<file path="src/hw/rtl/dhd_pkg.sv">
// dhd_pkg: shared types and constants for the detection head decoder.
// Used by every module under hw/rtl; depends on nothing.
package dhd_pkg;

  localparam int unsigned CfgAddrW  = 5;
  localparam int unsigned CfgDataW  = 32;
  localparam int unsigned ScoreW    = 16;
  localparam int unsigned ClassW    = 8;
  localparam int unsigned CoordW    = 12;
  localparam int unsigned SizeW     = 13;
  localparam int unsigned PadW      = 10;
  // model-space corner in Q.5, product in Q.17, clamped Q.17 value
  localparam int unsigned CornerW   = 18;
  localparam int unsigned ProdW     = 35;
  localparam int unsigned ClampW    = 29;
  localparam int unsigned FracShift = 17;
  localparam logic [CoordW-1:0] CoordMax = 12'd4095;

  typedef enum logic [2:0] {
    RegScoreThreshold = 3'd0,
    RegInverseScale   = 3'd1,
    RegPadLeft        = 3'd2,
    RegPadTop         = 3'd3,
    RegImageWidth     = 3'd4,
    RegImageHeight    = 3'd5
  } dhd_reg_e;

  typedef struct packed {
    logic [ScoreW-1:0] score_threshold;
    logic [15:0]       inverse_scale;
    logic [PadW-1:0]   pad_left;
    logic [PadW-1:0]   pad_top;
    logic [SizeW-1:0]  image_width;
    logic [SizeW-1:0]  image_height;
  } dhd_cfg_t;

  typedef struct packed {
    logic signed [15:0] centre_x;
    logic signed [15:0] centre_y;
    logic signed [15:0] box_width;
    logic signed [15:0] box_height;
    logic [ScoreW-1:0]  class_score;
    logic               last_class;
  } dhd_in_t;

  typedef struct packed {
    logic [ClassW-1:0] class_id;
    logic [ScoreW-1:0] best_score;
    logic [CoordW-1:0] left;
    logic [CoordW-1:0] top;
    logic [CoordW-1:0] right;
    logic [CoordW-1:0] bottom;
  } dhd_out_t;

  // argmax verdict for the word just accepted
  typedef struct packed {
    logic              keep;
    logic [ClassW-1:0] class_id;
    logic [ScoreW-1:0] best;
  } dhd_anchor_t;

endpackage

</file>
<file path="src/hw/rtl/dhd_cfg.sv">
// dhd_cfg: APB register file for threshold, scale, padding and image size.
// Depends on dhd_pkg.
module dhd_cfg (
  input  logic                            clk_i,
  input  logic                            rst_ni,
  input  logic                            psel,
  input  logic                            penable,
  input  logic                            pwrite,
  input  logic [dhd_pkg::CfgAddrW-1:0]    paddr,
  input  logic [dhd_pkg::CfgDataW-1:0]    pwdata,
  output logic [dhd_pkg::CfgDataW-1:0]    prdata,
  output logic                            pready,
  output dhd_pkg::dhd_cfg_t               cfg_o
);

  dhd_pkg::dhd_cfg_t cfg_q, cfg_d;
  dhd_pkg::dhd_reg_e reg_idx;
  logic              wr_en;

  assign pready  = 1'b1;
  assign reg_idx = dhd_pkg::dhd_reg_e'(paddr[dhd_pkg::CfgAddrW-1:2]);
  assign wr_en   = psel && penable && pwrite;

  always_comb begin
    cfg_d = cfg_q;
    if (wr_en) begin
      unique case (reg_idx)
        dhd_pkg::RegScoreThreshold: cfg_d.score_threshold = pwdata[15:0];
        dhd_pkg::RegInverseScale:   cfg_d.inverse_scale   = pwdata[15:0];
        dhd_pkg::RegPadLeft:        cfg_d.pad_left        = pwdata[dhd_pkg::PadW-1:0];
        dhd_pkg::RegPadTop:         cfg_d.pad_top         = pwdata[dhd_pkg::PadW-1:0];
        dhd_pkg::RegImageWidth:     cfg_d.image_width     = pwdata[dhd_pkg::SizeW-1:0];
        dhd_pkg::RegImageHeight:    cfg_d.image_height    = pwdata[dhd_pkg::SizeW-1:0];
        default: ;
      endcase
    end
  end

  always_comb begin
    prdata = '0;
    unique case (reg_idx)
      dhd_pkg::RegScoreThreshold: prdata = 32'(cfg_q.score_threshold);
      dhd_pkg::RegInverseScale:   prdata = 32'(cfg_q.inverse_scale);
      dhd_pkg::RegPadLeft:        prdata = 32'(cfg_q.pad_left);
      dhd_pkg::RegPadTop:         prdata = 32'(cfg_q.pad_top);
      dhd_pkg::RegImageWidth:     prdata = 32'(cfg_q.image_width);
      dhd_pkg::RegImageHeight:    prdata = 32'(cfg_q.image_height);
      default:                    prdata = '0;
    endcase
  end

  always_ff @(posedge clk_i or negedge rst_ni) begin
    if (!rst_ni) begin
      cfg_q.score_threshold <= 16'd16384;
      cfg_q.inverse_scale   <= 16'd4096;
      cfg_q.pad_left        <= '0;
      cfg_q.pad_top         <= '0;
      cfg_q.image_width     <= 13'd640;
      cfg_q.image_height    <= 13'd640;
    end else begin
      cfg_q <= cfg_d;
    end
  end

  assign cfg_o = cfg_q;

endmodule

</file>
<file path="src/hw/rtl/dhd_argmax.sv">
// dhd_argmax: running best class score over one anchor's words.
// Depends on dhd_pkg.
module dhd_argmax #(
  parameter int unsigned NUM_CLASSES = 80
) (
  input  logic                         clk_i,
  input  logic                         rst_ni,
  input  logic                         accept_i,
  input  logic [dhd_pkg::ScoreW-1:0]   score_i,
  input  logic                         last_i,
  input  logic [dhd_pkg::ScoreW-1:0]   threshold_i,
  output logic                         final_o,
  output dhd_pkg::dhd_anchor_t         anchor_o
);

  localparam logic [dhd_pkg::ClassW:0] NumCls = (dhd_pkg::ClassW+1)'(NUM_CLASSES);

  logic [dhd_pkg::ScoreW-1:0] best_q, best_d, best_n;
  logic [dhd_pkg::ClassW-1:0] class_q, class_d, class_n;
  logic [dhd_pkg::ClassW-1:0] cnt_q, cnt_d;
  logic [dhd_pkg::ClassW:0]   cnt_inc;
  logic                       gt;

  assign gt      = score_i > best_q;   // strict: an equal later score keeps the earlier class
  assign best_n  = gt ? score_i : best_q;
  assign class_n = gt ? cnt_q : class_q;
  assign cnt_inc = {1'b0, cnt_q} + 1'b1;
  assign final_o = last_i || (cnt_inc >= NumCls);

  assign anchor_o.keep     = final_o && (best_n >= threshold_i);
  assign anchor_o.class_id = class_n;
  assign anchor_o.best     = best_n;

  always_comb begin
    best_d  = best_q;
    class_d = class_q;
    cnt_d   = cnt_q;
    if (accept_i) begin
      if (final_o) begin
        best_d  = '0;
        class_d = '0;
        cnt_d   = '0;
      end else begin
        best_d  = best_n;
        class_d = class_n;
        cnt_d   = cnt_inc[dhd_pkg::ClassW-1:0];
      end
    end
  end

  always_ff @(posedge clk_i or negedge rst_ni) begin
    if (!rst_ni) begin
      best_q  <= '0;
      class_q <= '0;
      cnt_q   <= '0;
    end else begin
      best_q  <= best_d;
      class_q <= class_d;
      cnt_q   <= cnt_d;
    end
  end

endmodule

</file>
<file path="src/hw/rtl/dhd_corner.sv">
// dhd_corner: scales one model-space corner to image space and clamps it.
// Two register stages: product, then clamped Q.17 value. Depends on dhd_pkg.
module dhd_corner (
  input  logic                          clk_i,
  input  logic                          mul_en_i,
  input  logic                          clamp_en_i,
  input  logic [dhd_pkg::CornerW-1:0]   corner_i,
  input  logic [15:0]                   scale_i,
  input  logic [dhd_pkg::CoordW-1:0]    limit_i,
  output logic [dhd_pkg::ClampW-1:0]    clamped_o
);

  logic signed [dhd_pkg::ProdW-1:0] prod_q, prod_d;
  logic [dhd_pkg::ClampW-1:0]       hi;
  logic [dhd_pkg::ClampW-1:0]       clamp_q, clamp_d;

  assign prod_d = $signed(corner_i) * $signed({1'b0, scale_i});
  assign hi     = {limit_i, {dhd_pkg::FracShift{1'b0}}};

  always_comb begin
    if (prod_q[dhd_pkg::ProdW-1]) begin
      clamp_d = '0;
    end else if (prod_q[dhd_pkg::ProdW-2:0] > (dhd_pkg::ProdW-1)'(hi)) begin
      clamp_d = hi;
    end else begin
      clamp_d = prod_q[dhd_pkg::ClampW-1:0];
    end
  end

  always_ff @(posedge clk_i) begin
    if (mul_en_i) begin
      prod_q <= prod_d;
    end
    if (clamp_en_i) begin
      clamp_q <= clamp_d;
    end
  end

  assign clamped_o = clamp_q;

endmodule

</file>
<file path="src/hw/rtl/detection_head_decode.sv">
// detection_head_decode: per-anchor argmax, threshold and box decode to image pixels.
// Path from the accepting edge to the result word: corners registered at that edge, then
// the multiply, clamp and result registers. Throughput: one word per cycle, each
// stage moves on when the next is empty or draining. Reset clears the argmax state and the
// pipeline and loads the register defaults. Depends on dhd_pkg, dhd_cfg, dhd_argmax, dhd_corner.
module detection_head_decode #(
  parameter int unsigned NUM_CLASSES = 80
) (
  input  logic                         clk_i,
  input  logic                         rst_ni,
  input  logic                         in_valid_i,
  output logic                         in_stall_o,
  input  dhd_pkg::dhd_in_t             in_word_i,
  output logic                         out_valid_o,
  input  logic                         out_stall_i,
  output dhd_pkg::dhd_out_t            out_word_o,
  input  logic                         psel,
  input  logic                         penable,
  input  logic                         pwrite,
  input  logic [dhd_pkg::CfgAddrW-1:0] paddr,
  input  logic [dhd_pkg::CfgDataW-1:0] pwdata,
  output logic [dhd_pkg::CfgDataW-1:0] prdata,
  output logic                         pready
);

  localparam int unsigned CW = dhd_pkg::CornerW;

  dhd_pkg::dhd_cfg_t    cfg;
  dhd_pkg::dhd_anchor_t anchor;
  logic                 final_w;
  logic                 accept;

  logic v1_q, v2_q, v3_q, v4_q;
  logic adv1, adv2, adv3, adv4;

  logic [dhd_pkg::CoordW-1:0] lim_x, lim_y;
  logic [CW-1:0] cx2, cy2, bw, bh, padx, pady;
  logic [CW-1:0] x1_d, y1_d, x2_d, y2_d;
  logic [CW-1:0] x1_q, y1_q, x2_q, y2_q;
  logic [dhd_pkg::ClampW-1:0] x1_c, y1_c, x2_c, y2_c;
  logic degenerate;

  logic [dhd_pkg::ClassW-1:0] cls1_q, cls2_q, cls3_q;
  logic [dhd_pkg::ScoreW-1:0] best1_q, best2_q, best3_q;
  dhd_pkg::dhd_out_t          out_q;

  dhd_cfg u_cfg (
    .clk_i   (clk_i),
    .rst_ni  (rst_ni),
    .psel    (psel),
    .penable (penable),
    .pwrite  (pwrite),
    .paddr   (paddr),
    .pwdata  (pwdata),
    .prdata  (prdata),
    .pready  (pready),
    .cfg_o   (cfg)
  );

  // stage handshake, bubbles collapse
  assign adv4       = !v4_q || !out_stall_i;
  assign adv3       = !v3_q || adv4;
  assign adv2       = !v2_q || adv3;
  assign adv1       = !v1_q || adv2;
  assign in_stall_o = !adv1;
  assign accept     = in_valid_i && adv1;

  dhd_argmax #(
    .NUM_CLASSES (NUM_CLASSES)
  ) u_argmax (
    .clk_i       (clk_i),
    .rst_ni      (rst_ni),
    .accept_i    (accept),
    .score_i     (in_word_i.class_score),
    .last_i      (in_word_i.last_class),
    .threshold_i (cfg.score_threshold),
    .final_o     (final_w),
    .anchor_o    (anchor)
  );

  // clamp limit: size-1, 0 for a zero size, saturating at the coordinate max
  always_comb begin
    if (cfg.image_width == '0) begin
      lim_x = '0;
    end else if (cfg.image_width > {1'b0, dhd_pkg::CoordMax}) begin
      lim_x = dhd_pkg::CoordMax;
    end else begin
      lim_x = dhd_pkg::CoordW'(cfg.image_width - 1'b1);
    end
    if (cfg.image_height == '0) begin
      lim_y = '0;
    end else if (cfg.image_height > {1'b0, dhd_pkg::CoordMax}) begin
      lim_y = dhd_pkg::CoordMax;
    end else begin
      lim_y = dhd_pkg::CoordW'(cfg.image_height - 1'b1);
    end
  end

  // corners in Q.5: 2*centre -/+ size - pad*32
  assign cx2  = {in_word_i.centre_x[15], in_word_i.centre_x, 1'b0};
  assign cy2  = {in_word_i.centre_y[15], in_word_i.centre_y, 1'b0};
  assign bw   = {{2{in_word_i.box_width[15]}}, in_word_i.box_width};
  assign bh   = {{2{in_word_i.box_height[15]}}, in_word_i.box_height};
  assign padx = {3'b000, cfg.pad_left, 5'b00000};
  assign pady = {3'b000, cfg.pad_top, 5'b00000};
  assign x1_d = cx2 - bw - padx;
  assign x2_d = cx2 + bw - padx;
  assign y1_d = cy2 - bh - pady;
  assign y2_d = cy2 + bh - pady;

  always_ff @(posedge clk_i) begin
    if (adv1) begin
      x1_q    <= x1_d;
      x2_q    <= x2_d;
      y1_q    <= y1_d;
      y2_q    <= y2_d;
      cls1_q  <= anchor.class_id;
      best1_q <= anchor.best;
    end
    if (adv2) begin
      cls2_q  <= cls1_q;
      best2_q <= best1_q;
    end
    if (adv3) begin
      cls3_q  <= cls2_q;
      best3_q <= best2_q;
    end
    if (adv4) begin
      out_q.class_id   <= cls3_q;
      out_q.best_score <= best3_q;
      out_q.left       <= x1_c[dhd_pkg::ClampW-1:dhd_pkg::FracShift];
      out_q.top        <= y1_c[dhd_pkg::ClampW-1:dhd_pkg::FracShift];
      out_q.right      <= x2_c[dhd_pkg::ClampW-1:dhd_pkg::FracShift];
      out_q.bottom     <= y2_c[dhd_pkg::ClampW-1:dhd_pkg::FracShift];
    end
  end

  dhd_corner u_x1 (
    .clk_i (clk_i), .mul_en_i (adv2), .clamp_en_i (adv3), .corner_i (x1_q),
    .scale_i (cfg.inverse_scale), .limit_i (lim_x), .clamped_o (x1_c)
  );
  dhd_corner u_y1 (
    .clk_i (clk_i), .mul_en_i (adv2), .clamp_en_i (adv3), .corner_i (y1_q),
    .scale_i (cfg.inverse_scale), .limit_i (lim_y), .clamped_o (y1_c)
  );
  dhd_corner u_x2 (
    .clk_i (clk_i), .mul_en_i (adv2), .clamp_en_i (adv3), .corner_i (x2_q),
    .scale_i (cfg.inverse_scale), .limit_i (lim_x), .clamped_o (x2_c)
  );
  dhd_corner u_y2 (
    .clk_i (clk_i), .mul_en_i (adv2), .clamp_en_i (adv3), .corner_i (y2_q),
    .scale_i (cfg.inverse_scale), .limit_i (lim_y), .clamped_o (y2_c)
  );

  // box with no extent after clamping is dropped
  assign degenerate = (x2_c <= x1_c) || (y2_c <= y1_c);

  always_ff @(posedge clk_i or negedge rst_ni) begin
    if (!rst_ni) begin
      v1_q <= 1'b0;
      v2_q <= 1'b0;
      v3_q <= 1'b0;
      v4_q <= 1'b0;
    end else begin
      if (adv1) v1_q <= accept && final_w && anchor.keep;
      if (adv2) v2_q <= v1_q;
      if (adv3) v3_q <= v2_q;
      if (adv4) v4_q <= v3_q && !degenerate;
    end
  end

  assign out_valid_o = v4_q;
  assign out_word_o  = out_q;

  a_stall_only_when_full: assert property (@(posedge clk_i) disable iff (!rst_ni)
    in_stall_o |-> (v1_q && v2_q && v3_q && v4_q && out_stall_i))
    else $error("input stalled while the pipeline has room");

  a_corners_ordered: assert property (@(posedge clk_i) disable iff (!rst_ni)
    out_valid_o |-> (out_word_o.right >= out_word_o.left) &&
                    (out_word_o.bottom >= out_word_o.top))
    else $error("result word has inverted corners");

  a_class_in_range: assert property (@(posedge clk_i) disable iff (!rst_ni)
    out_valid_o |-> (32'(out_word_o.class_id) < NUM_CLASSES))
    else $error("class id beyond the class count");

endmodule
</file>
<file path="config.mk">
export PLATFORM = sky130hd
export DESIGN_NAME = detection_head_decode
export DESIGN_NICKNAME = d
export VERILOG_FILES = /design/src/hw/rtl/dhd_pkg.sv /design/src/hw/rtl/dhd_cfg.sv /design/src/hw/rtl/dhd_argmax.sv /design/src/hw/rtl/dhd_corner.sv /design/src/hw/rtl/detection_head_decode.sv
export SDC_FILE = /design/constraint.sdc
export NUM_CORES = 2
export LEC_CHECK = 0
export BUFFER_PORTS_ARGS = -buffer_cell sky130_fd_sc_hd__buf_2
export CORE_ASPECT_RATIO = 0.75
export CORE_MARGIN = 4
export CORE_UTILIZATION = 65
export CTS_CLUSTER_DIAMETER = 100
export CTS_CLUSTER_SIZE = 16
export DETAILED_ROUTE_END_ITERATION = 8
export GPL_TIMING_DRIVEN = 0
export MAX_ROUTING_LAYER = met4
export PLACE_DENSITY = 0.83
export SYNTH_ARGS = -nofsm -noshare
export SYNTH_HDL_FRONTEND = slang
export SYNTH_HIERARCHICAL = 1
export SYNTH_SLANG_ARGS = --single-unit
</file>
<file path="constraint.sdc">
create_clock -name clk_i -period 8.4 [get_ports clk_i]
set_clock_uncertainty 0.1 [all_clocks]
set_input_delay 0.84 -clock clk_i [delete_from_list [all_inputs] [get_ports clk_i]]
set_output_delay 0.84 -clock clk_i [all_outputs]
set_load 0.1 [all_outputs]
</file>
# ---- Word-level counts from Yosys, hierarchy flattened
# Index checks and enable logic that the tools add are counted.
dict set report word_totals {
  ff_bits 586
  wordCells 119
}
dict set report classes {
  addsub 11
  multipliers 4
  n_lt_le_gt_ge 11
  n_eq_ne 5
  muxes 14
  reduce_logical 33
}
# operator n
set ops {}
lappend ops {{$mul 18x17->35} 4}
lappend ops {{$gt 34x29->1} 4}
lappend ops {{$mux 29} 4}
lappend ops {{$pmux 16 s6} 1}
lappend ops {{$sub 18x15->18} 4}
lappend ops {{$le 29x29->1} 2}
lappend ops {{$mux 12} 4}
lappend ops {{$add 17x16->18} 2}
lappend ops {{$sub 17x16->18} 2}
lappend ops {{$mux 16} 2}
lappend ops {{$gt 13x12->1 const B} 2}
lappend ops {{$logic_not 13->1} 2}
lappend ops {{$mux 8} 3}
lappend ops {{$sub 12x1->12 const B} 2}
lappend ops {{$ge 16x16->1} 1}
lappend ops {{$gt 16x16->1} 1}
lappend ops {{$reduce_and 2->1} 6}
lappend ops {{$add 8x1->9 const B} 1}
lappend ops {{$ge 9x7->1 const B} 1}
lappend ops {{$reduce_or 2->1} 4}
lappend ops {{$logic_and 1x1->1} 7}
lappend ops {{$logic_not 1->1} 7}
lappend ops {{$eq 3x2->1 const B} 2}
lappend ops {{$eq 3x3->1 const B} 2}
lappend ops {{3 further kinds} 8}

# ---- Longest topological paths before layout
dict set report logic_depth {
  word_depth 8
  mapped_depth 25
}

# ---- Modules after synthesis
# Netlist, hierarchy kept.
# module n_inst cells_each area_each_um2 seq_area_each_um2
set modules_own_cells {}
lappend modules_own_cells {{dhd_corner at u_y2} 1 1453 14017.2 1921.8}
lappend modules_own_cells {{dhd_corner at u_x1} 1 1456 13850.8 1921.8}
lappend modules_own_cells {{dhd_corner at u_y1} 1 1433 13710.6 1921.8}
lappend modules_own_cells {{dhd_corner at u_x2} 1 1422 13694.4 1921.8}
lappend modules_own_cells {detection_head_decode 1 1130 13192.7 6586.3}
lappend modules_own_cells {dhd_cfg 1 270 3927.5 1959.4}
lappend modules_own_cells {dhd_argmax 1 260 2422.3 800.8}

# ---- Least setup slack after synthesis
# OpenSTA, ideal clock, no wires.
dict set report synth_path {
  path_type {register to register}
  startpoint {register u_cfg.cfg_q (netlist bit u_cfg/cfg_o[49])}
  endpoint {register u_x1/prod_q[31] (netlist name), data pin}
  arrival_time_ns 6.053
  setup_slack_ns 1.974
  stages_incl_launch_ff 21
  synth_period_minus_slack_ns 6.426
  path_cell_list {dfrtp_1 -> clkbuf_1 -> clkbuf_1 -> nand2_1 -> fa_1 -> inv_1 -> fa_1 -> fa_1 -> fa_1 -> fa_1 -> inv_1 -> fa_1 -> inv_1 -> ha_1 -> a21o_1 -> a21oi_1 -> nor2_1 -> nor2_1 -> o221ai_1 -> a41oi_1 -> o311ai_1}
}
dict set report synth_via {
  elab_chain_len 1
}
# element line
set synth_rtl {}
lappend synth_rtl {{start, declared} dhd_cfg.sv:16} ;# dhd_pkg::dhd_cfg_t cfg_q, cfg_d;
lappend synth_rtl {{start signal, assigned} dhd_cfg.sv:61} ;# cfg_q <= cfg_d;
lappend synth_rtl {{$mul 18x17->35} dhd_corner.sv:17} ;# assign prod_d = $signed(corner_i) * $signed({1'b0, scale_i});
lappend synth_rtl {{named net u_x1.prod_d (one bit)} dhd_corner.sv:13} ;# logic signed [dhd_pkg::ProdW-1:0] prod_q, prod_d;
lappend synth_rtl {{end signal, assigned} dhd_corner.sv:32} ;# prod_q <= prod_d;
lappend synth_rtl {{end, declared} dhd_corner.sv:13}
# The timed path passes the listed nets, and every way through them passes these cells.
# A chain may end at the register's enable or synchronous reset.

# ---- Worst setup path in the final report
dict set report layout_path {
  startpoint {register u_cfg.cfg_q (netlist bit u_cfg/cfg_o[49])}
  endpoint {register u_y2/prod_q[34] (netlist name), data pin}
}
dict set report layout_via {
  elab_chain_len 1
}
# element line
set layout_rtl {}
lappend layout_rtl {{$mul 18x17->35} dhd_corner.sv:17}
lappend layout_rtl {{named net u_y2.prod_d (one bit)} dhd_corner.sv:13}
lappend layout_rtl {{end signal, assigned} dhd_corner.sv:32}
lappend layout_rtl {{end, declared} dhd_corner.sv:13}
# The timed path passes the listed nets, and every way through them passes these cells.

==> impl_metrics.py <==
metrics = {
    "run_status": {
        "outcome": "finished with violations",
        "violations": "max-capacitance violations",
    },
    "route": {
        "postRouteAntennaNets": 0,
        "post_drt_wl_per_cell_um": 22.5,
        "drtIter0Drc": 5451,
        "num_vias": 54000,
        "first_pass_iters": 9,
        "drt-total-wl_um": 208000,
        "avgViaCountPerCell": 5.82,
        "drc": 0,
    },
    "place": {
        "numPortBuffers": 194,
        "dp_hpwl_um": 171000,
        "gp_congestion": 0.996,
    },
    "sta": {
        "period_minus_slack_ns": 8.17,
        "setup_tns_ns": 0,
        "maxSlewViolCount": 0,
        "tightest_slew_ns": 1.48,
        "fin_crit_sh": 0.972,
        "hold_violations": 0,
        "fmax_mhz": 122,
        "setup-violations-final": 0,
        "max-slew-margin-rel": 0.00887,
        "rsz0062_at_grt": "no",
    },
    "cts": {
        "h-tree-depth": 2,
        "cts_tree": "done",
        "clock-sinks": 586,
        "numCtsBuffers": 45,
        "clk_pin_slew_ns": 0.08,
        "clkLatencyLatePin_ns": 0.65,
        "cts-root-buf": "clkbuf_16",
        "cts_setup_buffers": 0,
        "cts_max_path_buffers": 3,
    },
    "critical_path": {
        "cp-end-kind": "flop",
        "cp_max_fo": 10,
        "path_class": "flop to flop",
        "startpoint_type": "flop",
        "required_ns": 8.75,
        "crit_arrival_ns": 8.51,
    },
    "floorplanning": {
        "initial_core_util": 0.657,
        "dieHeight_um": 302,
        "die-area_um2": 121000,
        "ioPinCount": 232,
        "chipWidth_um": 400,
        "core_area_um2": 114000,
        "rows": 107,
    },
    "grt": {
        "grt_antenna_before_repair": 21,
        "grt_overflow": 0,
        "first_global_vias": 55600,
        "grt_pass1_wl_um": 322000,
        "grt_max_degree": 87,
        "track_usage": 0.364,
    },
    "layout": {
        "multi_input_area_um2": 49900,
        "seq_area_um2": 17000,
        "drive_above_1_share": 0.0646,
        "fillers": 8549,
        "layout_commonest_cell": "inv_1",
        "syn_to_final_growth_pct": 6.26,
        "layout_common_cells": "inv_1 (1773), fa_1 (1215), nand2_1 (822)",
        "nets": 9620,
    },
    "logic_synthesis": {
        "syn_area_per_cell_um2": 10.1,
        "synth_area_um2": 74800,
        "synth_edf_count": 472,
        "ys_seq_elements": 586,
        "synth-async-reset-ratio": 0.195,
        "ys_seq_area_frac": 0.228,
        "yosysWarnings": 6,
        "ys_types": 119,
        "synth_top_flop_cell": "edfxtp_1",
        "synthCells": 7424,
    },
    "flow_run": {
        "maxCapViolCount": 1,
    },
    "min_path": {
        "hold_class": "flop to flop",
    },
}
[state kept, by name, summed over array words and instances, names as in the netlist, 16 cells and up]
name and cells:
u_y1/prod_q 35, x2_q 18, best3_q 16, u_y1/clamped_o 29, y2_q 18, u_cfg/cfg_o 78, u_x2/prod_q 35, u_x1/prod_q 35
u_x2/clamped_o 29, best1_q 16, u_y2/clamped_o 29, best2_q 16, out_word_o 72, u_argmax/best_q 16, u_x1/clamped_o 29, y1_q 18
x1_q 18, u_y2/prod_q 35
[synthesized netlist by cell type (13+ instances only)]
| library cell | instances | area, um2 |
|---|---|---|
| xnor2_1 | 142 | 1240 |
| nand4_1 | 43 | 269 |
| nor3_1 | 40 | 200 |
| nand2b_1 | 63 | 394 |
| edfxtp_1 | 472 | 14200 |
| nor2b_1 | 33 | 206 |
| inv_1 | 1774 | 6660 |
| nand3_1 | 62 | 310 |
| fa_1 | 1216 | 24300 |
| xor2_1 | 62 | 543 |
| and3_1 | 27 | 169 |
| mux2i_1 | 73 | 731 |
| dfrtp_1 | 108 | 2700 |
| a31oi_1 | 25 | 156 |
| o21a_1 | 30 | 225 |
| and2_1 | 539 | 3370 |
| a22o_1 | 24 | 210 |
| o31ai_1 | 14 | 105 |
| buf_4 | 23 | 173 |
| o21ai_0 | 126 | 631 |
| nor2_1 | 158 | 593 |
| nand2_1 | 824 | 3090 |
| mux2_2 | 72 | 811 |
| or3_1 | 13 | 81.3 |
| a21oi_1 | 217 | 1090 |
| a21o_1 | 87 | 653 |
| o21ai_1 | 14 | 70.1 |
| o21bai_1 | 17 | 128 |
| clkbuf_1 | 208 | 781 |
| a211oi_1 | 21 | 158 |
| mux2_4 | 20 | 300 |
| o211ai_1 | 21 | 158 |
| nor4_1 | 19 | 119 |
| ha_1 | 586 | 7330 |
[worst paths after layout]
kind	cells past startpoint	from	slack, ns	to
min in group asynchronous	2	rst_ni	0.53	u_argmax/cnt_q[7]
max reg2reg	20	u_cfg/cfg_o[49]	0.23	u_y2/prod_q[34]
max	20	u_cfg/cfg_o[49]	0.23	u_y2/prod_q[34]
min	0	best3_q[4]	0.31	out_word_o[52]
max in group asynchronous	3	rst_ni	6.89	u_cfg/cfg_o[51]
min reg2reg	0	best3_q[4]	0.31	out_word_o[52]
[layout make-up]
| type | count | share of cell area |
|---|---|---|
| Multi-Input combinational cell | 4816 | 0.628 |
| Sequential cell | 586 | 0.214 |
| Inverter | 1775 | 0.0839 |
| Tap cell | 1526 | 0.0240 |
| Timing Repair Buffer | 207 | 0.0160 |
| Buffer | 262 | 0.0158 |
| Clock buffer | 70 | 0.0153 |
| Clock inverter | 10 | 0.00164 |
| Antenna cell | 21 | 0.000661 |
[cells by family after synthesis]
logic type,Yosys count,synth area share
compound gates,722,0.0649
xor+xnor,204,0.0239
fa+ha+maj,1802,0.423
buf+inv,2037,0.106
flops,586,0.228
mux,168,0.0257
other cells,2,0.000100
simple gates,1903,0.129
[stage by stage]
| step | instance area (um2) | std cells | hold WS [ns] | utilization | worst slack (ns) |
|---|---|---|---|---|---|
| 2_1_floorplan | 74900 | 7439 | 0.300 | - | 1.97 |
| 3_3_place_gp | 77800 | 9159 | 0.301 | 0.682 | 0.190 |
| 3_5_place_dp | 78100 | 9171 | 0.305 | 0.685 | 0.369 |
| 4_1_cts | 79400 | 9252 | 0.295 | 0.697 | 0.371 |
| 5_1_grt | 79500 | 9267 | 0.319 | 0.698 | 0.0556 |
| 6_report | 79500 | 9273 | 0.312 | 0.698 | 0.234 |
[what timing repair did]
item | in CTS | in global routing
hold buffers | 1 | 0
setup endpoints to repair | 0 | 1
gates resized for setup | 0 | 1
endpoints found under the hold margin | 28 | 0
[critical path, stage by stage (launching register included)]
cell and delay, ns:
dfrtp_1 0.66, clkbuf_1 0.54, clkbuf_1 0.63, nand2_1 0.23, fa_1 0.79, fa_1 0.50, inv_1 0.33, fa_1 0.53
fa_1 0.55, fa_1 0.51, inv_1 0.05, fa_1 0.53, inv_1 0.06, ha_1 0.37, a21o_1 0.21, a21o_1 0.19
a2111oi_0 0.38, nor3_1 0.12, a21oi_1 0.23, o31ai_1 0.12, xnor2_1 0.33
[routing by layer]
metal / share of wire / global-route usage
met1: 0.41 / 0.509
met2: 0.43 / 0.521
met5: 0 / -
met3: 0.13 / 0.109
met4: 0.036 / 0.104
Power is left out: the tool's default activity adds up to more than one toggle a clock period on the data nets, which glitch-free logic cannot reach.
